File: src/rtl/core/sgr_pkg.sv
// Shared types, constants and the threshold function of the swipe recognizer.
`timescale 1ns / 1ps

package sgr_pkg;

  localparam int SAMPLES     = 10;
  localparam int MAX_SAMPLES = 10;
  localparam int SPAN        = SAMPLES - 1;

  localparam int SMP_W  = 8;
  localparam int CNT_W  = 4;
  localparam int IDX_W  = 6;
  localparam int TIME_W = 48;
  localparam int HOLD_W = 24;
  localparam int CFG_W  = 24;
  localparam int DEN_W  = 7;   // SPAN * count, at most 90
  localparam int PROD_W = 13;  // index sum times denominator
  localparam int DL_W   = 11;  // delta times denominator
  localparam int RHS_W  = 18;  // delta times both denominators
  localparam int MAG_W  = 17;  // ten times the cross-product difference

  typedef enum logic [1:0] {
    MODE_IDLE  = 2'd0,
    MODE_ARMED = 2'd1,
    MODE_TRACK = 2'd2,
    MODE_HOLD  = 2'd3
  } mode_t;

  localparam logic [1:0] REG_ARM_COUNT    = 2'd0;
  localparam logic [1:0] REG_TRACK_COUNT  = 2'd1;
  localparam logic [1:0] REG_DELTA_TENTHS = 2'd2;
  localparam logic [1:0] REG_HOLDOFF_US   = 2'd3;

  localparam logic [CNT_W-1:0]  ARM_COUNT_RST    = 4'd1;
  localparam logic [CNT_W-1:0]  TRACK_COUNT_RST  = 4'd3;
  localparam logic [CNT_W-1:0]  DELTA_TENTHS_RST = 4'd4;
  localparam logic [HOLD_W-1:0] HOLDOFF_US_RST   = 24'd300000;

  localparam longint COEF_SCALE = 64'sd10000000000;
  localparam longint LIT_SCALE  = 64'sd204;

  typedef longint coef_arr_t [7];
  localparam coef_arr_t VIG_COEF = '{
    64'sd5100000000, 64'sd20850000079, -64'sd22920000933, -64'sd54449996093,
    64'sd175499992571, -64'sd178199993450, 64'sd58319997827
  };

  // Commands from the sequencer to the datapath.
  typedef struct packed {
    logic capture;
    logic mul;
    logic cmp;
    logic commit;
  } sgr_cmd_t;

  typedef struct packed {
    logic [1:0]       mode;
    logic             swipe_found;
    logic             swipe_down;
    logic [CNT_W-1:0] lit_count;
    logic [IDX_W-1:0] index_sum;
  } sgr_result_t;

  // Brightness level a sample must exceed at position pos, evaluated at
  // elaboration. The byte range is scanned for the lowest lit level, so -1
  // means always lit and 255 never lit.
  function automatic logic signed [9:0] lit_threshold(input int pos);
    longint dpw [7];
    longint ipow;
    longint acc;
    longint num;
    longint den;
    longint q;
    dpw[0] = 1;
    for (int k = 1; k < 7; k++) begin
      dpw[k] = dpw[k-1] * SPAN;
    end
    ipow = 1;
    acc  = 0;
    for (int k = 0; k < 7; k++) begin
      acc  = acc + VIG_COEF[k] * ipow * dpw[6-k];
      ipow = ipow * pos;
    end
    num = LIT_SCALE * acc;
    den = COEF_SCALE * dpw[6];
    q   = 255;
    for (int s = 255; s >= 0; s--) begin
      if (longint'(s) * den > num) begin
        q = s - 1;
      end
    end
    return signed'(q[9:0]);
  endfunction

endpackage

File: src/rtl/core/sgr_ifs.sv
// Valid/ready channel interfaces for frames in and reports out.
`timescale 1ns / 1ps

interface swipe_frame_if;
  logic        valid;
  logic        ready;
  logic [7:0]  sample_0;
  logic [7:0]  sample_1;
  logic [7:0]  sample_2;
  logic [7:0]  sample_3;
  logic [7:0]  sample_4;
  logic [7:0]  sample_5;
  logic [7:0]  sample_6;
  logic [7:0]  sample_7;
  logic [7:0]  sample_8;
  logic [7:0]  sample_9;
  logic [47:0] timestamp_us;

  modport source (
    output valid, sample_0, sample_1, sample_2, sample_3, sample_4,
           sample_5, sample_6, sample_7, sample_8, sample_9, timestamp_us,
    input  ready
  );
  modport sink (
    input  valid, sample_0, sample_1, sample_2, sample_3, sample_4,
           sample_5, sample_6, sample_7, sample_8, sample_9, timestamp_us,
    output ready
  );
endinterface

interface swipe_report_if;
  logic       valid;
  logic       ready;
  logic [1:0] mode;
  logic       swipe_found;
  logic       swipe_down;
  logic [3:0] lit_count;
  logic [5:0] index_sum;

  modport source (
    output valid, mode, swipe_found, swipe_down, lit_count, index_sum,
    input  ready
  );
  modport sink (
    input  valid, mode, swipe_found, swipe_down, lit_count, index_sum,
    output ready
  );
endinterface

File: src/rtl/core/sgr_ctrl.sv
// Sequencer: steps each frame through capture, two arithmetic steps and commit.
`timescale 1ns / 1ps

module sgr_ctrl
  import sgr_pkg::*;
(
  input  logic     clk,
  input  logic     rst,
  input  logic     in_valid,
  output logic     in_ready,
  output logic     out_valid,
  input  logic     out_ready,
  output sgr_cmd_t cmd
);

  typedef enum logic [1:0] {
    ST_WAIT,
    ST_MUL,
    ST_CMP,
    ST_DONE
  } state_t;

  state_t state;
  logic   can_load;

  assign in_ready = (state == ST_WAIT);
  // The report register may be reloaded when empty or when drained this cycle.
  assign can_load = !out_valid || out_ready;

  assign cmd.capture = in_valid && in_ready;
  assign cmd.mul     = (state == ST_MUL);
  assign cmd.cmp     = (state == ST_CMP);
  assign cmd.commit  = (state == ST_DONE) && can_load;

  always_ff @(posedge clk) begin
    if (rst) begin
      state     <= ST_WAIT;
      out_valid <= 1'b0;
    end else begin
      if (state == ST_DONE && can_load) begin
        out_valid <= 1'b1;
      end else if (out_ready) begin
        out_valid <= 1'b0;
      end
      unique case (state)
        ST_WAIT: begin
          if (in_valid) begin
            state <= ST_MUL;
          end
        end
        ST_MUL: begin
          state <= ST_CMP;
        end
        ST_CMP: begin
          state <= ST_DONE;
        end
        ST_DONE: begin
          if (can_load) begin
            state <= ST_WAIT;
          end
        end
      endcase
    end
  end

endmodule

File: src/rtl/core/sgr_dp.sv
// Datapath: thresholds, mass and index sum, centroid cross-product, gesture mode.
`timescale 1ns / 1ps

module sgr_dp
  import sgr_pkg::*;
(
  input  logic                               clk,
  input  logic                               rst,
  input  sgr_cmd_t                           cmd,
  input  logic [MAX_SAMPLES-1:0][SMP_W-1:0]  frame_samples,
  input  logic [TIME_W-1:0]                  frame_time,
  input  logic                               cfg_we,
  input  logic [1:0]                         cfg_index,
  input  logic [CFG_W-1:0]                   cfg_data,
  output sgr_result_t                        result
);

  // Configuration registers.
  logic [CNT_W-1:0]  arm_count;
  logic [CNT_W-1:0]  track_count;
  logic [CNT_W-1:0]  delta_tenths;
  logic [HOLD_W-1:0] holdoff_us;

  // Gesture state.
  mode_t             mode_reg;
  logic [IDX_W-1:0]  start_sum;
  logic [CNT_W-1:0]  start_count;
  logic [IDX_W-1:0]  last_sum;
  logic [CNT_W-1:0]  last_count;
  logic [TIME_W-1:0] holdoff_end;

  // Per-frame working registers.
  logic [CNT_W-1:0]  cnt;
  logic [IDX_W-1:0]  sum;
  logic [TIME_W-1:0] now;
  logic [PROD_W-1:0] prod_ls;
  logic [PROD_W-1:0] prod_sl;
  logic [DL_W-1:0]   prod_dl;
  logic [DEN_W-1:0]  sden_q;
  logic [MAG_W-1:0]  mag10;
  logic [RHS_W-1:0]  rhs;
  logic              diff_pos;

  logic [SAMPLES-1:0] lit;
  logic [CNT_W-1:0]   cnt_c;
  logic [IDX_W-1:0]   sum_c;

  logic [IDX_W-1:0]  lnum;
  logic [IDX_W-1:0]  snum;
  logic [DEN_W-1:0]  lden;
  logic [DEN_W-1:0]  sden;
  logic signed [PROD_W:0] diff;
  logic [PROD_W-1:0] mag;

  mode_t             mode_next;
  logic [IDX_W-1:0]  start_sum_next;
  logic [CNT_W-1:0]  start_count_next;
  logic [IDX_W-1:0]  last_sum_next;
  logic [CNT_W-1:0]  last_count_next;
  logic [TIME_W-1:0] holdoff_end_next;
  logic              found_next;
  logic              down_next;
  logic [TIME_W-1:0] elapsed;

  for (genvar g = 0; g < SAMPLES; g++) begin : g_thr
    localparam logic signed [9:0] THR = lit_threshold(g);
    assign lit[g] = $signed({2'b00, frame_samples[g]}) > THR;
  end

  always_comb begin
    cnt_c = '0;
    sum_c = '0;
    for (int i = 0; i < SAMPLES; i++) begin
      if (lit[i]) begin
        cnt_c = cnt_c + CNT_W'(1);
        sum_c = sum_c + IDX_W'(i);
      end
    end
  end

  // Centroids are sum / (SPAN * count); an empty stored frame counts as 0 / 1.
  assign lnum = (last_count != '0) ? last_sum : '0;
  assign snum = (start_count != '0) ? start_sum : '0;
  assign lden = (last_count != '0) ? DEN_W'(SPAN) * DEN_W'(last_count) : DEN_W'(1);
  assign sden = (start_count != '0) ? DEN_W'(SPAN) * DEN_W'(start_count) : DEN_W'(1);

  assign diff = $signed({1'b0, prod_ls}) - $signed({1'b0, prod_sl});
  assign mag  = diff[PROD_W] ? PROD_W'(-diff) : diff[PROD_W-1:0];

  assign elapsed = now - holdoff_end;

  always_comb begin
    mode_next        = mode_reg;
    start_sum_next   = start_sum;
    start_count_next = start_count;
    last_sum_next    = last_sum;
    last_count_next  = last_count;
    holdoff_end_next = holdoff_end;
    found_next       = 1'b0;
    down_next        = 1'b0;
    unique case (mode_reg)
      MODE_IDLE: begin
        if (cnt >= arm_count) begin
          mode_next        = MODE_ARMED;
          start_sum_next   = sum;
          start_count_next = cnt;
          last_sum_next    = sum;
          last_count_next  = cnt;
        end
      end
      MODE_ARMED: begin
        if (cnt >= track_count) begin
          mode_next = MODE_TRACK;
        end else if (cnt < arm_count) begin
          mode_next = MODE_IDLE;
        end
      end
      MODE_TRACK: begin
        if (cnt < arm_count) begin
          if ({1'b0, mag10} > rhs) begin
            found_next       = 1'b1;
            down_next        = diff_pos;
            holdoff_end_next = now + TIME_W'(holdoff_us);
            mode_next        = MODE_HOLD;
          end else begin
            mode_next = MODE_IDLE;
          end
        end else begin
          last_sum_next   = sum;
          last_count_next = cnt;
        end
      end
      MODE_HOLD: begin
        // The end time is reached when the wrapped difference is non-negative.
        if (!elapsed[TIME_W-1]) begin
          mode_next = MODE_IDLE;
        end
      end
    endcase
  end

  always_ff @(posedge clk) begin
    if (rst) begin
      arm_count    <= ARM_COUNT_RST;
      track_count  <= TRACK_COUNT_RST;
      delta_tenths <= DELTA_TENTHS_RST;
      holdoff_us   <= HOLDOFF_US_RST;
      mode_reg     <= MODE_IDLE;
      start_sum    <= '0;
      start_count  <= '0;
      last_sum     <= '0;
      last_count   <= '0;
      holdoff_end  <= '0;
    end else begin
      if (cfg_we) begin
        unique case (cfg_index)
          REG_ARM_COUNT:    arm_count    <= cfg_data[CNT_W-1:0];
          REG_TRACK_COUNT:  track_count  <= cfg_data[CNT_W-1:0];
          REG_DELTA_TENTHS: delta_tenths <= cfg_data[CNT_W-1:0];
          REG_HOLDOFF_US:   holdoff_us   <= cfg_data[HOLD_W-1:0];
        endcase
      end
      if (cmd.commit) begin
        mode_reg    <= mode_next;
        start_sum   <= start_sum_next;
        start_count <= start_count_next;
        last_sum    <= last_sum_next;
        last_count  <= last_count_next;
        holdoff_end <= holdoff_end_next;
      end
    end
  end

  always_ff @(posedge clk) begin
    if (cmd.capture) begin
      cnt <= cnt_c;
      sum <= sum_c;
      now <= frame_time;
    end
    if (cmd.mul) begin
      prod_ls <= PROD_W'(lnum) * PROD_W'(sden);
      prod_sl <= PROD_W'(snum) * PROD_W'(lden);
      prod_dl <= DL_W'(delta_tenths) * DL_W'(lden);
      sden_q  <= sden;
    end
    if (cmd.cmp) begin
      mag10    <= MAG_W'(mag) * MAG_W'(10);
      rhs      <= RHS_W'(prod_dl) * RHS_W'(sden_q);
      diff_pos <= !diff[PROD_W] && (diff != '0);
    end
    if (cmd.commit) begin
      result.mode        <= mode_next;
      result.swipe_found <= found_next;
      result.swipe_down  <= down_next;
      result.lit_count   <= cnt;
      result.index_sum   <= sum;
    end
  end

endmodule

File: src/rtl/core/swipe_gesture_recognizer.sv
// Top level of the swipe gesture recognizer.
`timescale 1ns / 1ps

// Takes one frame word of ten brightness samples and a microsecond timestamp
// and returns one report word per frame: the gesture mode after the frame,
// whether a swipe was recognized and its direction, the lit count and the
// index sum. Between acceptance and the next frame being accepted, a frame is
// thresholded and counted, goes through the centroid cross-multiplication
// (products, then difference and scaled bound), and commits the mode once the
// output register is free. The report sits in an output register, so the next
// frame is accepted while an earlier report waits to be taken. Configuration
// writes go straight into the registers and should be made only while no
// frame is in progress.
module swipe_gesture_recognizer
  import sgr_pkg::*;
(
  input  logic                 clk,
  input  logic                 rst,
  swipe_frame_if.sink          frame,
  swipe_report_if.source       report,
  input  logic                 cfg_we,
  input  logic [1:0]           cfg_index,
  input  logic [CFG_W-1:0]     cfg_data
);

  sgr_cmd_t                          cmd;
  sgr_result_t                       result;
  logic [MAX_SAMPLES-1:0][SMP_W-1:0] frame_samples;

  assign frame_samples[0] = frame.sample_0;
  assign frame_samples[1] = frame.sample_1;
  assign frame_samples[2] = frame.sample_2;
  assign frame_samples[3] = frame.sample_3;
  assign frame_samples[4] = frame.sample_4;
  assign frame_samples[5] = frame.sample_5;
  assign frame_samples[6] = frame.sample_6;
  assign frame_samples[7] = frame.sample_7;
  assign frame_samples[8] = frame.sample_8;
  assign frame_samples[9] = frame.sample_9;

  sgr_ctrl u_ctrl (
    .clk       (clk),
    .rst       (rst),
    .in_valid  (frame.valid),
    .in_ready  (frame.ready),
    .out_valid (report.valid),
    .out_ready (report.ready),
    .cmd       (cmd)
  );

  sgr_dp u_dp (
    .clk           (clk),
    .rst           (rst),
    .cmd           (cmd),
    .frame_samples (frame_samples),
    .frame_time    (frame.timestamp_us),
    .cfg_we        (cfg_we),
    .cfg_index     (cfg_index),
    .cfg_data      (cfg_data),
    .result        (result)
  );

  assign report.mode        = result.mode;
  assign report.swipe_found = result.swipe_found;
  assign report.swipe_down  = result.swipe_down;
  assign report.lit_count   = result.lit_count;
  assign report.index_sum   = result.index_sum;

endmodule

File: src/flat_wrapper.sv
// flat-port wrapper written by rule: the top's interface ports become plain ports
module swipe_gesture_recognizer_flat import sgr_pkg::*;
  (clk, rst, cfg_we, cfg_index, cfg_data, frame_valid, frame_sample_0, frame_sample_1, frame_sample_2, frame_sample_3, frame_sample_4, frame_sample_5, frame_sample_6, frame_sample_7, frame_sample_8, frame_sample_9, frame_timestamp_us, frame_ready, report_valid, report_mode, report_swipe_found, report_swipe_down, report_lit_count, report_index_sum, report_ready);
  swipe_frame_if frame_i ();
  swipe_report_if report_i ();
  input  logic clk;
  input  logic rst;
  input  logic cfg_we;
  input  logic [1:0] cfg_index;
  input  logic [CFG_W-1:0] cfg_data;
  input wire logic [$bits(frame_i.valid)-1:0] frame_valid;
  input wire logic [$bits(frame_i.sample_0)-1:0] frame_sample_0;
  input wire logic [$bits(frame_i.sample_1)-1:0] frame_sample_1;
  input wire logic [$bits(frame_i.sample_2)-1:0] frame_sample_2;
  input wire logic [$bits(frame_i.sample_3)-1:0] frame_sample_3;
  input wire logic [$bits(frame_i.sample_4)-1:0] frame_sample_4;
  input wire logic [$bits(frame_i.sample_5)-1:0] frame_sample_5;
  input wire logic [$bits(frame_i.sample_6)-1:0] frame_sample_6;
  input wire logic [$bits(frame_i.sample_7)-1:0] frame_sample_7;
  input wire logic [$bits(frame_i.sample_8)-1:0] frame_sample_8;
  input wire logic [$bits(frame_i.sample_9)-1:0] frame_sample_9;
  input wire logic [$bits(frame_i.timestamp_us)-1:0] frame_timestamp_us;
  output wire logic [$bits(frame_i.ready)-1:0] frame_ready;
  output wire logic [$bits(report_i.valid)-1:0] report_valid;
  output wire logic [$bits(report_i.mode)-1:0] report_mode;
  output wire logic [$bits(report_i.swipe_found)-1:0] report_swipe_found;
  output wire logic [$bits(report_i.swipe_down)-1:0] report_swipe_down;
  output wire logic [$bits(report_i.lit_count)-1:0] report_lit_count;
  output wire logic [$bits(report_i.index_sum)-1:0] report_index_sum;
  input wire logic [$bits(report_i.ready)-1:0] report_ready;
  assign frame_i.valid = frame_valid;
  assign frame_i.sample_0 = frame_sample_0;
  assign frame_i.sample_1 = frame_sample_1;
  assign frame_i.sample_2 = frame_sample_2;
  assign frame_i.sample_3 = frame_sample_3;
  assign frame_i.sample_4 = frame_sample_4;
  assign frame_i.sample_5 = frame_sample_5;
  assign frame_i.sample_6 = frame_sample_6;
  assign frame_i.sample_7 = frame_sample_7;
  assign frame_i.sample_8 = frame_sample_8;
  assign frame_i.sample_9 = frame_sample_9;
  assign frame_i.timestamp_us = frame_timestamp_us;
  assign frame_ready = frame_i.ready;
  assign report_valid = report_i.valid;
  assign report_mode = report_i.mode;
  assign report_swipe_found = report_i.swipe_found;
  assign report_swipe_down = report_i.swipe_down;
  assign report_lit_count = report_i.lit_count;
  assign report_index_sum = report_i.index_sum;
  assign report_i.ready = report_ready;
  swipe_gesture_recognizer u_core (.clk(clk), .rst(rst), .frame(frame_i), .report(report_i), .cfg_we(cfg_we), .cfg_index(cfg_index), .cfg_data(cfg_data));
endmodule
File: config.mk
export PLATFORM = sky130hd
export DESIGN_NAME = swipe_gesture_recognizer_flat
export DESIGN_NICKNAME = d
export VERILOG_FILES = /design/src/rtl/core/sgr_pkg.sv /design/src/rtl/core/sgr_ifs.sv /design/src/rtl/core/sgr_ctrl.sv /design/src/rtl/core/sgr_dp.sv /design/src/rtl/core/swipe_gesture_recognizer.sv /design/src/flat_wrapper.sv
export SDC_FILE = /design/constraint.sdc
export NUM_CORES = 1
export LEC_CHECK = 0
export ABC_AREA = 0
export ABC_CLOCK_PERIOD_IN_PS = 7700
export BUFFER_PORTS_ARGS = -buffer_cell sky130_fd_sc_hd__buf_2
export CAP_MARGIN = 5
export CELL_PAD_IN_SITES_DETAIL_PLACEMENT = 1
export CELL_PAD_IN_SITES_GLOBAL_PLACEMENT = 1
export CORE_MARGIN = 10
export CORE_UTILIZATION = 40
export CTS_CLUSTER_SIZE = 30
export DETAILED_ROUTE_END_ITERATION = 12
export GPL_TIMING_DRIVEN = 0
export PLACE_DENSITY_LB_ADDON = 0.12
export SKIP_LAST_GASP = 1
export SLEW_MARGIN = 20
export SYNTH_ARGS = -nofsm -noshare
export SYNTH_HDL_FRONTEND = slang
export SYNTH_HIERARCHICAL = 1
export SYNTH_SLANG_ARGS = --single-unit
File: constraint.sdc
create_clock -name clk -period 7.7 [get_ports clk]
set_input_delay 0.77 -clock clk [delete_from_list [all_inputs] [get_ports clk]]
set_output_delay 0.77 -clock clk [all_outputs]
set_load 0.005 [all_outputs]
# [Word level (Yosys, flattened, before mapping)]
# Cells that the tools add are included.
[word_totals] ff_bits=260 latch_bits=0 mem_bits_rw=0 mem_bits_ro=0 inputBits=159 output_inout_bits=16 memories=0
[classes] addsub=21 multipliers=7 div=0 order_cmp=14 eq_ne=13 shifts=0 mux=43 bitwise=0 n_reduce_logical=24
[ops] cell="$mux 6" count=12
[ops] cell="$gt 8x8->1 const B" count=8
[ops] cell="$add 48x24->48" count=1
[ops] cell="$sub 48x48->48" count=1
[ops] cell="$mux 4" count=11
[ops] cell="$add 4x1->4 const B" count=9
[ops] cell="$mul 6x7->13" count=2
[ops] cell="$add 6x3->6 const B" count=4
[ops] cell="$gt 17x18->1" count=1
[ops] cell="$mul 11x7->18" count=1
[ops] cell="$gt 8x7->1 const B" count=2
[ops] cell="$mul 13x3->16 const B" count=1
[ops] cell="$mux 2" count=8
[ops] cell="$pmux 2 s4" count=2
[ops] cell="$mul 4x4->7 const A" count=2
[ops] cell="$mux 7" count=2
[ops] cell="$reduce_bool 14->1" count=1
[ops] cell="$sub 13x13->14" count=1
[ops] cell="$mux 13" count=1
[ops] cell="$neg 13->13" count=1
[ops] cell="$add 6x2->6 const B" count=2
[ops] cell="$add 6x4->6 const B" count=2
[ops] cell="$eq 2x2->1 const B" count=6
[ops] cell="$pmux 6 s2" count=1
[ops] cell="16 further kinds" count=40

# [Longest topological paths before layout]
[depth] ltp_word=20 ltp_mapped=27

# [By module]
# The synthesis kept the hierarchy.
[by_module_without_submodules] module="sgr_dp" n_inst=1 cells_per_inst=2110 area_per_inst_um2=20160.6 seq_area_each_um2=6656.4
[by_module_without_submodules] module="sgr_ctrl" n_inst=1 cells_per_inst=22 area_per_inst_um2=206.4 seq_area_each_um2=60.1

# [Worst setup path after synthesis]
# Ideal clock, no wire load.
[synth_timing] path_kind="input -> register" startpoint="in frame_sample_0[0]" endpoint="reg u_core.u_dp.cnt[2], data pin" arrival_time_ns=6.157 required_time_ns=7.434 path_slack_ns=1.277 path_stages=27 path_buffers=0 path_cell_list="or3_1 a21oi_1 nor2_1 or2_2 ha_1 a2111oi_0 a21oi_1 ha_1 and2_1 or2_2 ha_1 nand3b_1 o31ai_2 inv_1 ha_1 nand2_1 o21ai_1 ha_1 mux2_2 ha_1 mux2_2 ha_1 mux2_2 ha_1 nand2_1 xnor2_1 xnor2_1"
[synth_between] elab_chain_cells=20
[synth_lines] item="start: declaration" line_no="flat_wrapper.sv:12" source="input wire logic [$bits(frame_i.sample_0)-1:0] frame_sample_0;"
[synth_lines] item="$gt 8x7->1 (*)" line_no="sgr_dp.sv:67" source="assign lit[g] = $signed({2'b00, frame_samples[g]}) > THR;"
[synth_lines] item="$mux 1 (*)" line_no="sgr_dp.sv:74" source="if (lit[i]) begin"
[synth_lines] item="$add 4x1->4" line_no="sgr_dp.sv:75" source="cnt_c = cnt_c + CNT_W'(1);"
[synth_lines] item="$mux 4 (*)" line_no="sgr_dp.sv:74"
[synth_lines] item="$add 4x1->4" line_no="sgr_dp.sv:75"
[synth_lines] item="$mux 4 (*)" line_no="sgr_dp.sv:74"
[synth_lines] item="$add 4x1->4" line_no="sgr_dp.sv:75"
[synth_lines] item="$mux 4 (*)" line_no="sgr_dp.sv:74"
[synth_lines] item="[5 not listed]"
[synth_lines] item="$mux 4 (*)" line_no="sgr_dp.sv:74"
[synth_lines] item="$add 4x1->4" line_no="sgr_dp.sv:75"
[synth_lines] item="$mux 4 (*)" line_no="sgr_dp.sv:74"
[synth_lines] item="$add 4x1->4" line_no="sgr_dp.sv:75"
[synth_lines] item="$mux 4 (*)" line_no="sgr_dp.sv:74"
[synth_lines] item="$add 4x1->4" line_no="sgr_dp.sv:75"
[synth_lines] item="$mux 4 (*)" line_no="sgr_dp.sv:74"
[synth_lines] item="named net u_core.u_dp.cnt_c[2]" line_no="sgr_dp.sv:45" source="logic [CNT_W-1:0] cnt_c;"
[synth_lines] item="end signal: assignment" line_no="sgr_dp.sv:176" source="cnt <= cnt_c;"
[synth_lines] item="end: declaration" line_no="sgr_dp.sv:33" source="logic [CNT_W-1:0] cnt;"
# The timed path passes the listed nets; every way through them passes the cells marked *.
# A chain may end at the register's enable or synchronous reset.

# [Worst setup path after layout]
# Ends and elaborated chain as after synthesis.

==> metrics.cfg <==
[sta]
period_share_pct=82.9
setup_viol=0
finalSetupTns_ns=0
rsz0062_at_grt=no
tightest_slew_ns=1.06
slew_headroom_pct=28.5
clock.fmax_ghz=0.157
report.final.slew_viol_count=0
final.min_clock_period_ns=6.38
hold_viol_final=0
fin_skew_ns=0.0186

[cts]
cts_tree=done
cts_hold_buf=0
cts.sinks=260
cts_resized=0
cts-htree-levels=1
path_clk_slew_ns=0.06
clkLatencyLatePin_ns=0.57
clock_path_buffers=3
cts_root_buffer=clkbuf_16
numCtsBuffers=30
cts_setup_buffers=0

[placed_design]
dp_cells=2973
dpl.hpwl_um=44600
gp_congestion=0.847
io_buffers=164

[pwr]
p_seq_share_pct=23.8
p_leak_nw=10.4
p_int_mw=5.86
p_switching_mw=4.31
p_comb_share_pct=61.5
cellPowerDensity_nw_per_um2=439
clockPowerShare_pct=14.6
swShare_pct=42.4
vdd_drop_max_uv=418

[final_layout]
fillers=5826
largest_registers=u_core/u_dp/holdoff_end: 48 flops, u_core/u_dp/now: 48 flops, u_core/u_dp/holdoff_us: 24 flops
final-seq-area_um2=6720
n_antenna_cell=0
multi_input_area_um2=12500
drive_gt1_share_pct=11.6
final_cells=3029
syn2layout_area_growth_pct=13.8
final_nets=2840

[job]
maxCapViolations=0

[yosys]
synth_edf_count=151
synthFlopType=edfxtp_1
syn_inst=2132
synth_nets=2639
yosys.area.top_type=edfxtp_1
synth_top_cell_area_share_pct=22.3
synthArstFlopShare_pct=0
yosysWarnings=6
ys_seq_area_share_pct=33.0
syn_area_um2=20400
synthTopCellsByCount=ha_1, inv_1, nand2_1
synth_most_common_cell=ha_1
synth_seq_cells=260
synth.top_cells.by_area=edfxtp_1, ha_1, dfxtp_1
avgSynthCellArea_um2=9.55
synth_cell_types=86

[worst_hold_path]
hold_end=u_core/u_dp/now[28]$_DFFE_PP_
worstHoldStart=frame_timestamp_us[28]
hp-class=in2reg
whs_path_depth=1

[global_routing]
antenna_found_initial=1
grt_pass1_vias=17200
track_usage_pct=17.9
grt_max_degree=56
grt_overflow=0
grt_pass1_wl_um=88500

[setup_path]
r2r-end=u_core/u_dp/mag10[16]$_DFFE_PP_
rrSetupSlack_ns=1.95
path_class=in2reg
reg2regPathDepth=25
crit-reg2reg-launch=u_core/u_dp/prod_sl[1]$_DFFE_PP_
required_ns=8.00
cp-start-kind=input port
cp.arrival_ns=6.69
end_kind=flip-flop
cp_max_fo=3

[floorplanning]
start_util_pct=40.5
row_count=82
ios=175
core_area_um2=50300
chipWidth_um=246
die-area_um2=60300
die_h_um=246

[routing]
initialDrtViolationCount=674
vias=15700
drt.antenna.violating_nets=0
drt-total-wl_um=54300
drt-pass1-iter-count=4
drcViolationCount=0
wl_per_cell_um=17.9
vias_per_cell=5.20

[status]
status=finished, final reports clean

power by group through the flow:
stage | combinational (mW) | sequential (mW) | clock, mW
5_1_grt | 7.19 | 2.46 | 1.59
3_5_place_dp | 6.31 | 2.46 | 0
6_report | 6.26 | 2.42 | 1.49
4_1_cts | 6.37 | 2.43 | 1.53
3_3_place_gp | 5.97 | 2.47 | 0
2_1_floorplan | 4.82 | 2.36 | 0
routing by layer:
layer	up-vias	wire length (um)	part of all wire [%]	GRT usage [%]
met1	7741	25600	47	23.4
met3	56	1710	3.1	2.41
met2	189	25900	48	30.8
li1	7758	-	-	-
met5	-	0	0	0
met4	0	1120	2.1	3.90
layout by cell type (no fill, tap or decap), types with 42 or more instances in the layout:
cell and instances:
xnor2_1 105, nor2_1 165, nand2_1 203, ha_1 247
and3_1 43, o21ai_0 47, buf_2 167, clkbuf_1 67
and2_1 42, nand3_1 70, dfxtp_1 109, fa_1 99
edfxtp_1 151, inv_1 233, a21o_1 56, a21oi_1 126
layout make-up:
type                            instances  share of cell area, %
Sequential cell                       260                   29.0
Multi-Input combinational cell       1571                   54.0
Buffer                                 68                   1.15
Clock inverter                          6                  0.345
Tap cell                              672                   3.63
Clock buffer                           50                   4.17
Timing Repair Buffer                  169                   3.91
Inverter                              233                   3.77
through the flow:
step / setup WS, ns / total power, mW / hold slack [ns] / area, um2 / utilization (%)
after floorplan: 1.28 / 7.18 / 0.426 / 20400 / -
after global placement: 0.759 / 8.44 / 0.436 / 22000 / 43.8
after detailed placement: 0.734 / 8.77 / 0.445 / 22100 / 44.0
after CTS: 1.31 / 10.3 / 0.337 / 23200 / 46.1
after global routing: 0.990 / 11.2 / 0.344 / 23200 / 46.1
final: 1.32 / 10.2 / 0.373 / 23200 / 46.1
cells by family after synthesis:
family / after synthesis / synth area share [%]
XOR/XNOR: 143 / 6.53
adder cells (fa/ha/maj): 348 / 25.0
AND/OR/NAND/NOR: 655 / 15.5
AO/OA/AOI/OAI: 395 / 12.9
flip-flops: 260 / 33.0
multiplexers: 30 / 1.51
buffers and inverters: 301 / 5.60
critical path, cell delays in order:
cell	delay, ns
buf_2	0.09
or3_1	0.36
a21oi_1	0.15
nor2_1	0.05
or2_2	0.28
ha_1	0.25
a2111oi_0	0.50
a21oi_1	0.09
ha_1	0.30
and2_1	0.17
or2_2	0.30
ha_1	0.28
nand3b_1	0.16
o31ai_2	0.08
inv_1	0.09
ha_1	0.29
nand2_1	0.06
o21ai_1	0.10
ha_1	0.32
mux2_2	0.28
ha_1	0.29
mux2_2	0.32
ha_1	0.32
mux2_2	0.29
ha_1	0.20
nand2_1	0.08
xnor2_1	0.14
xnor2_1	0.08
worst max-delay path by stage:
| stage | from | endpoint | slack (ns) | cells after the start |
|---|---|---|---|---|
| after floorplan | frame_sample_0[0] | u_core/u_dp/cnt[2]$_DFFE_PP_ | 1.28 | 27 |
| after global placement | frame_sample_0[0] | u_core/u_dp/cnt[2]$_DFFE_PP_ | 0.76 | 28 |
| after detailed placement | frame_sample_0[0] | u_core/u_dp/cnt[2]$_DFFE_PP_ | 0.73 | 28 |
| after CTS | frame_sample_0[0] | u_core/u_dp/cnt[2]$_DFFE_PP_ | 1.31 | 28 |
| after global routing | frame_sample_0[0] | u_core/u_dp/cnt[2]$_DFFE_PP_ | 0.99 | 28 |
| final | frame_sample_0[0] | u_core/u_dp/cnt[2]$_DFFE_PP_ | 1.32 | 28 |
Power figures use the tool's default switching activity.
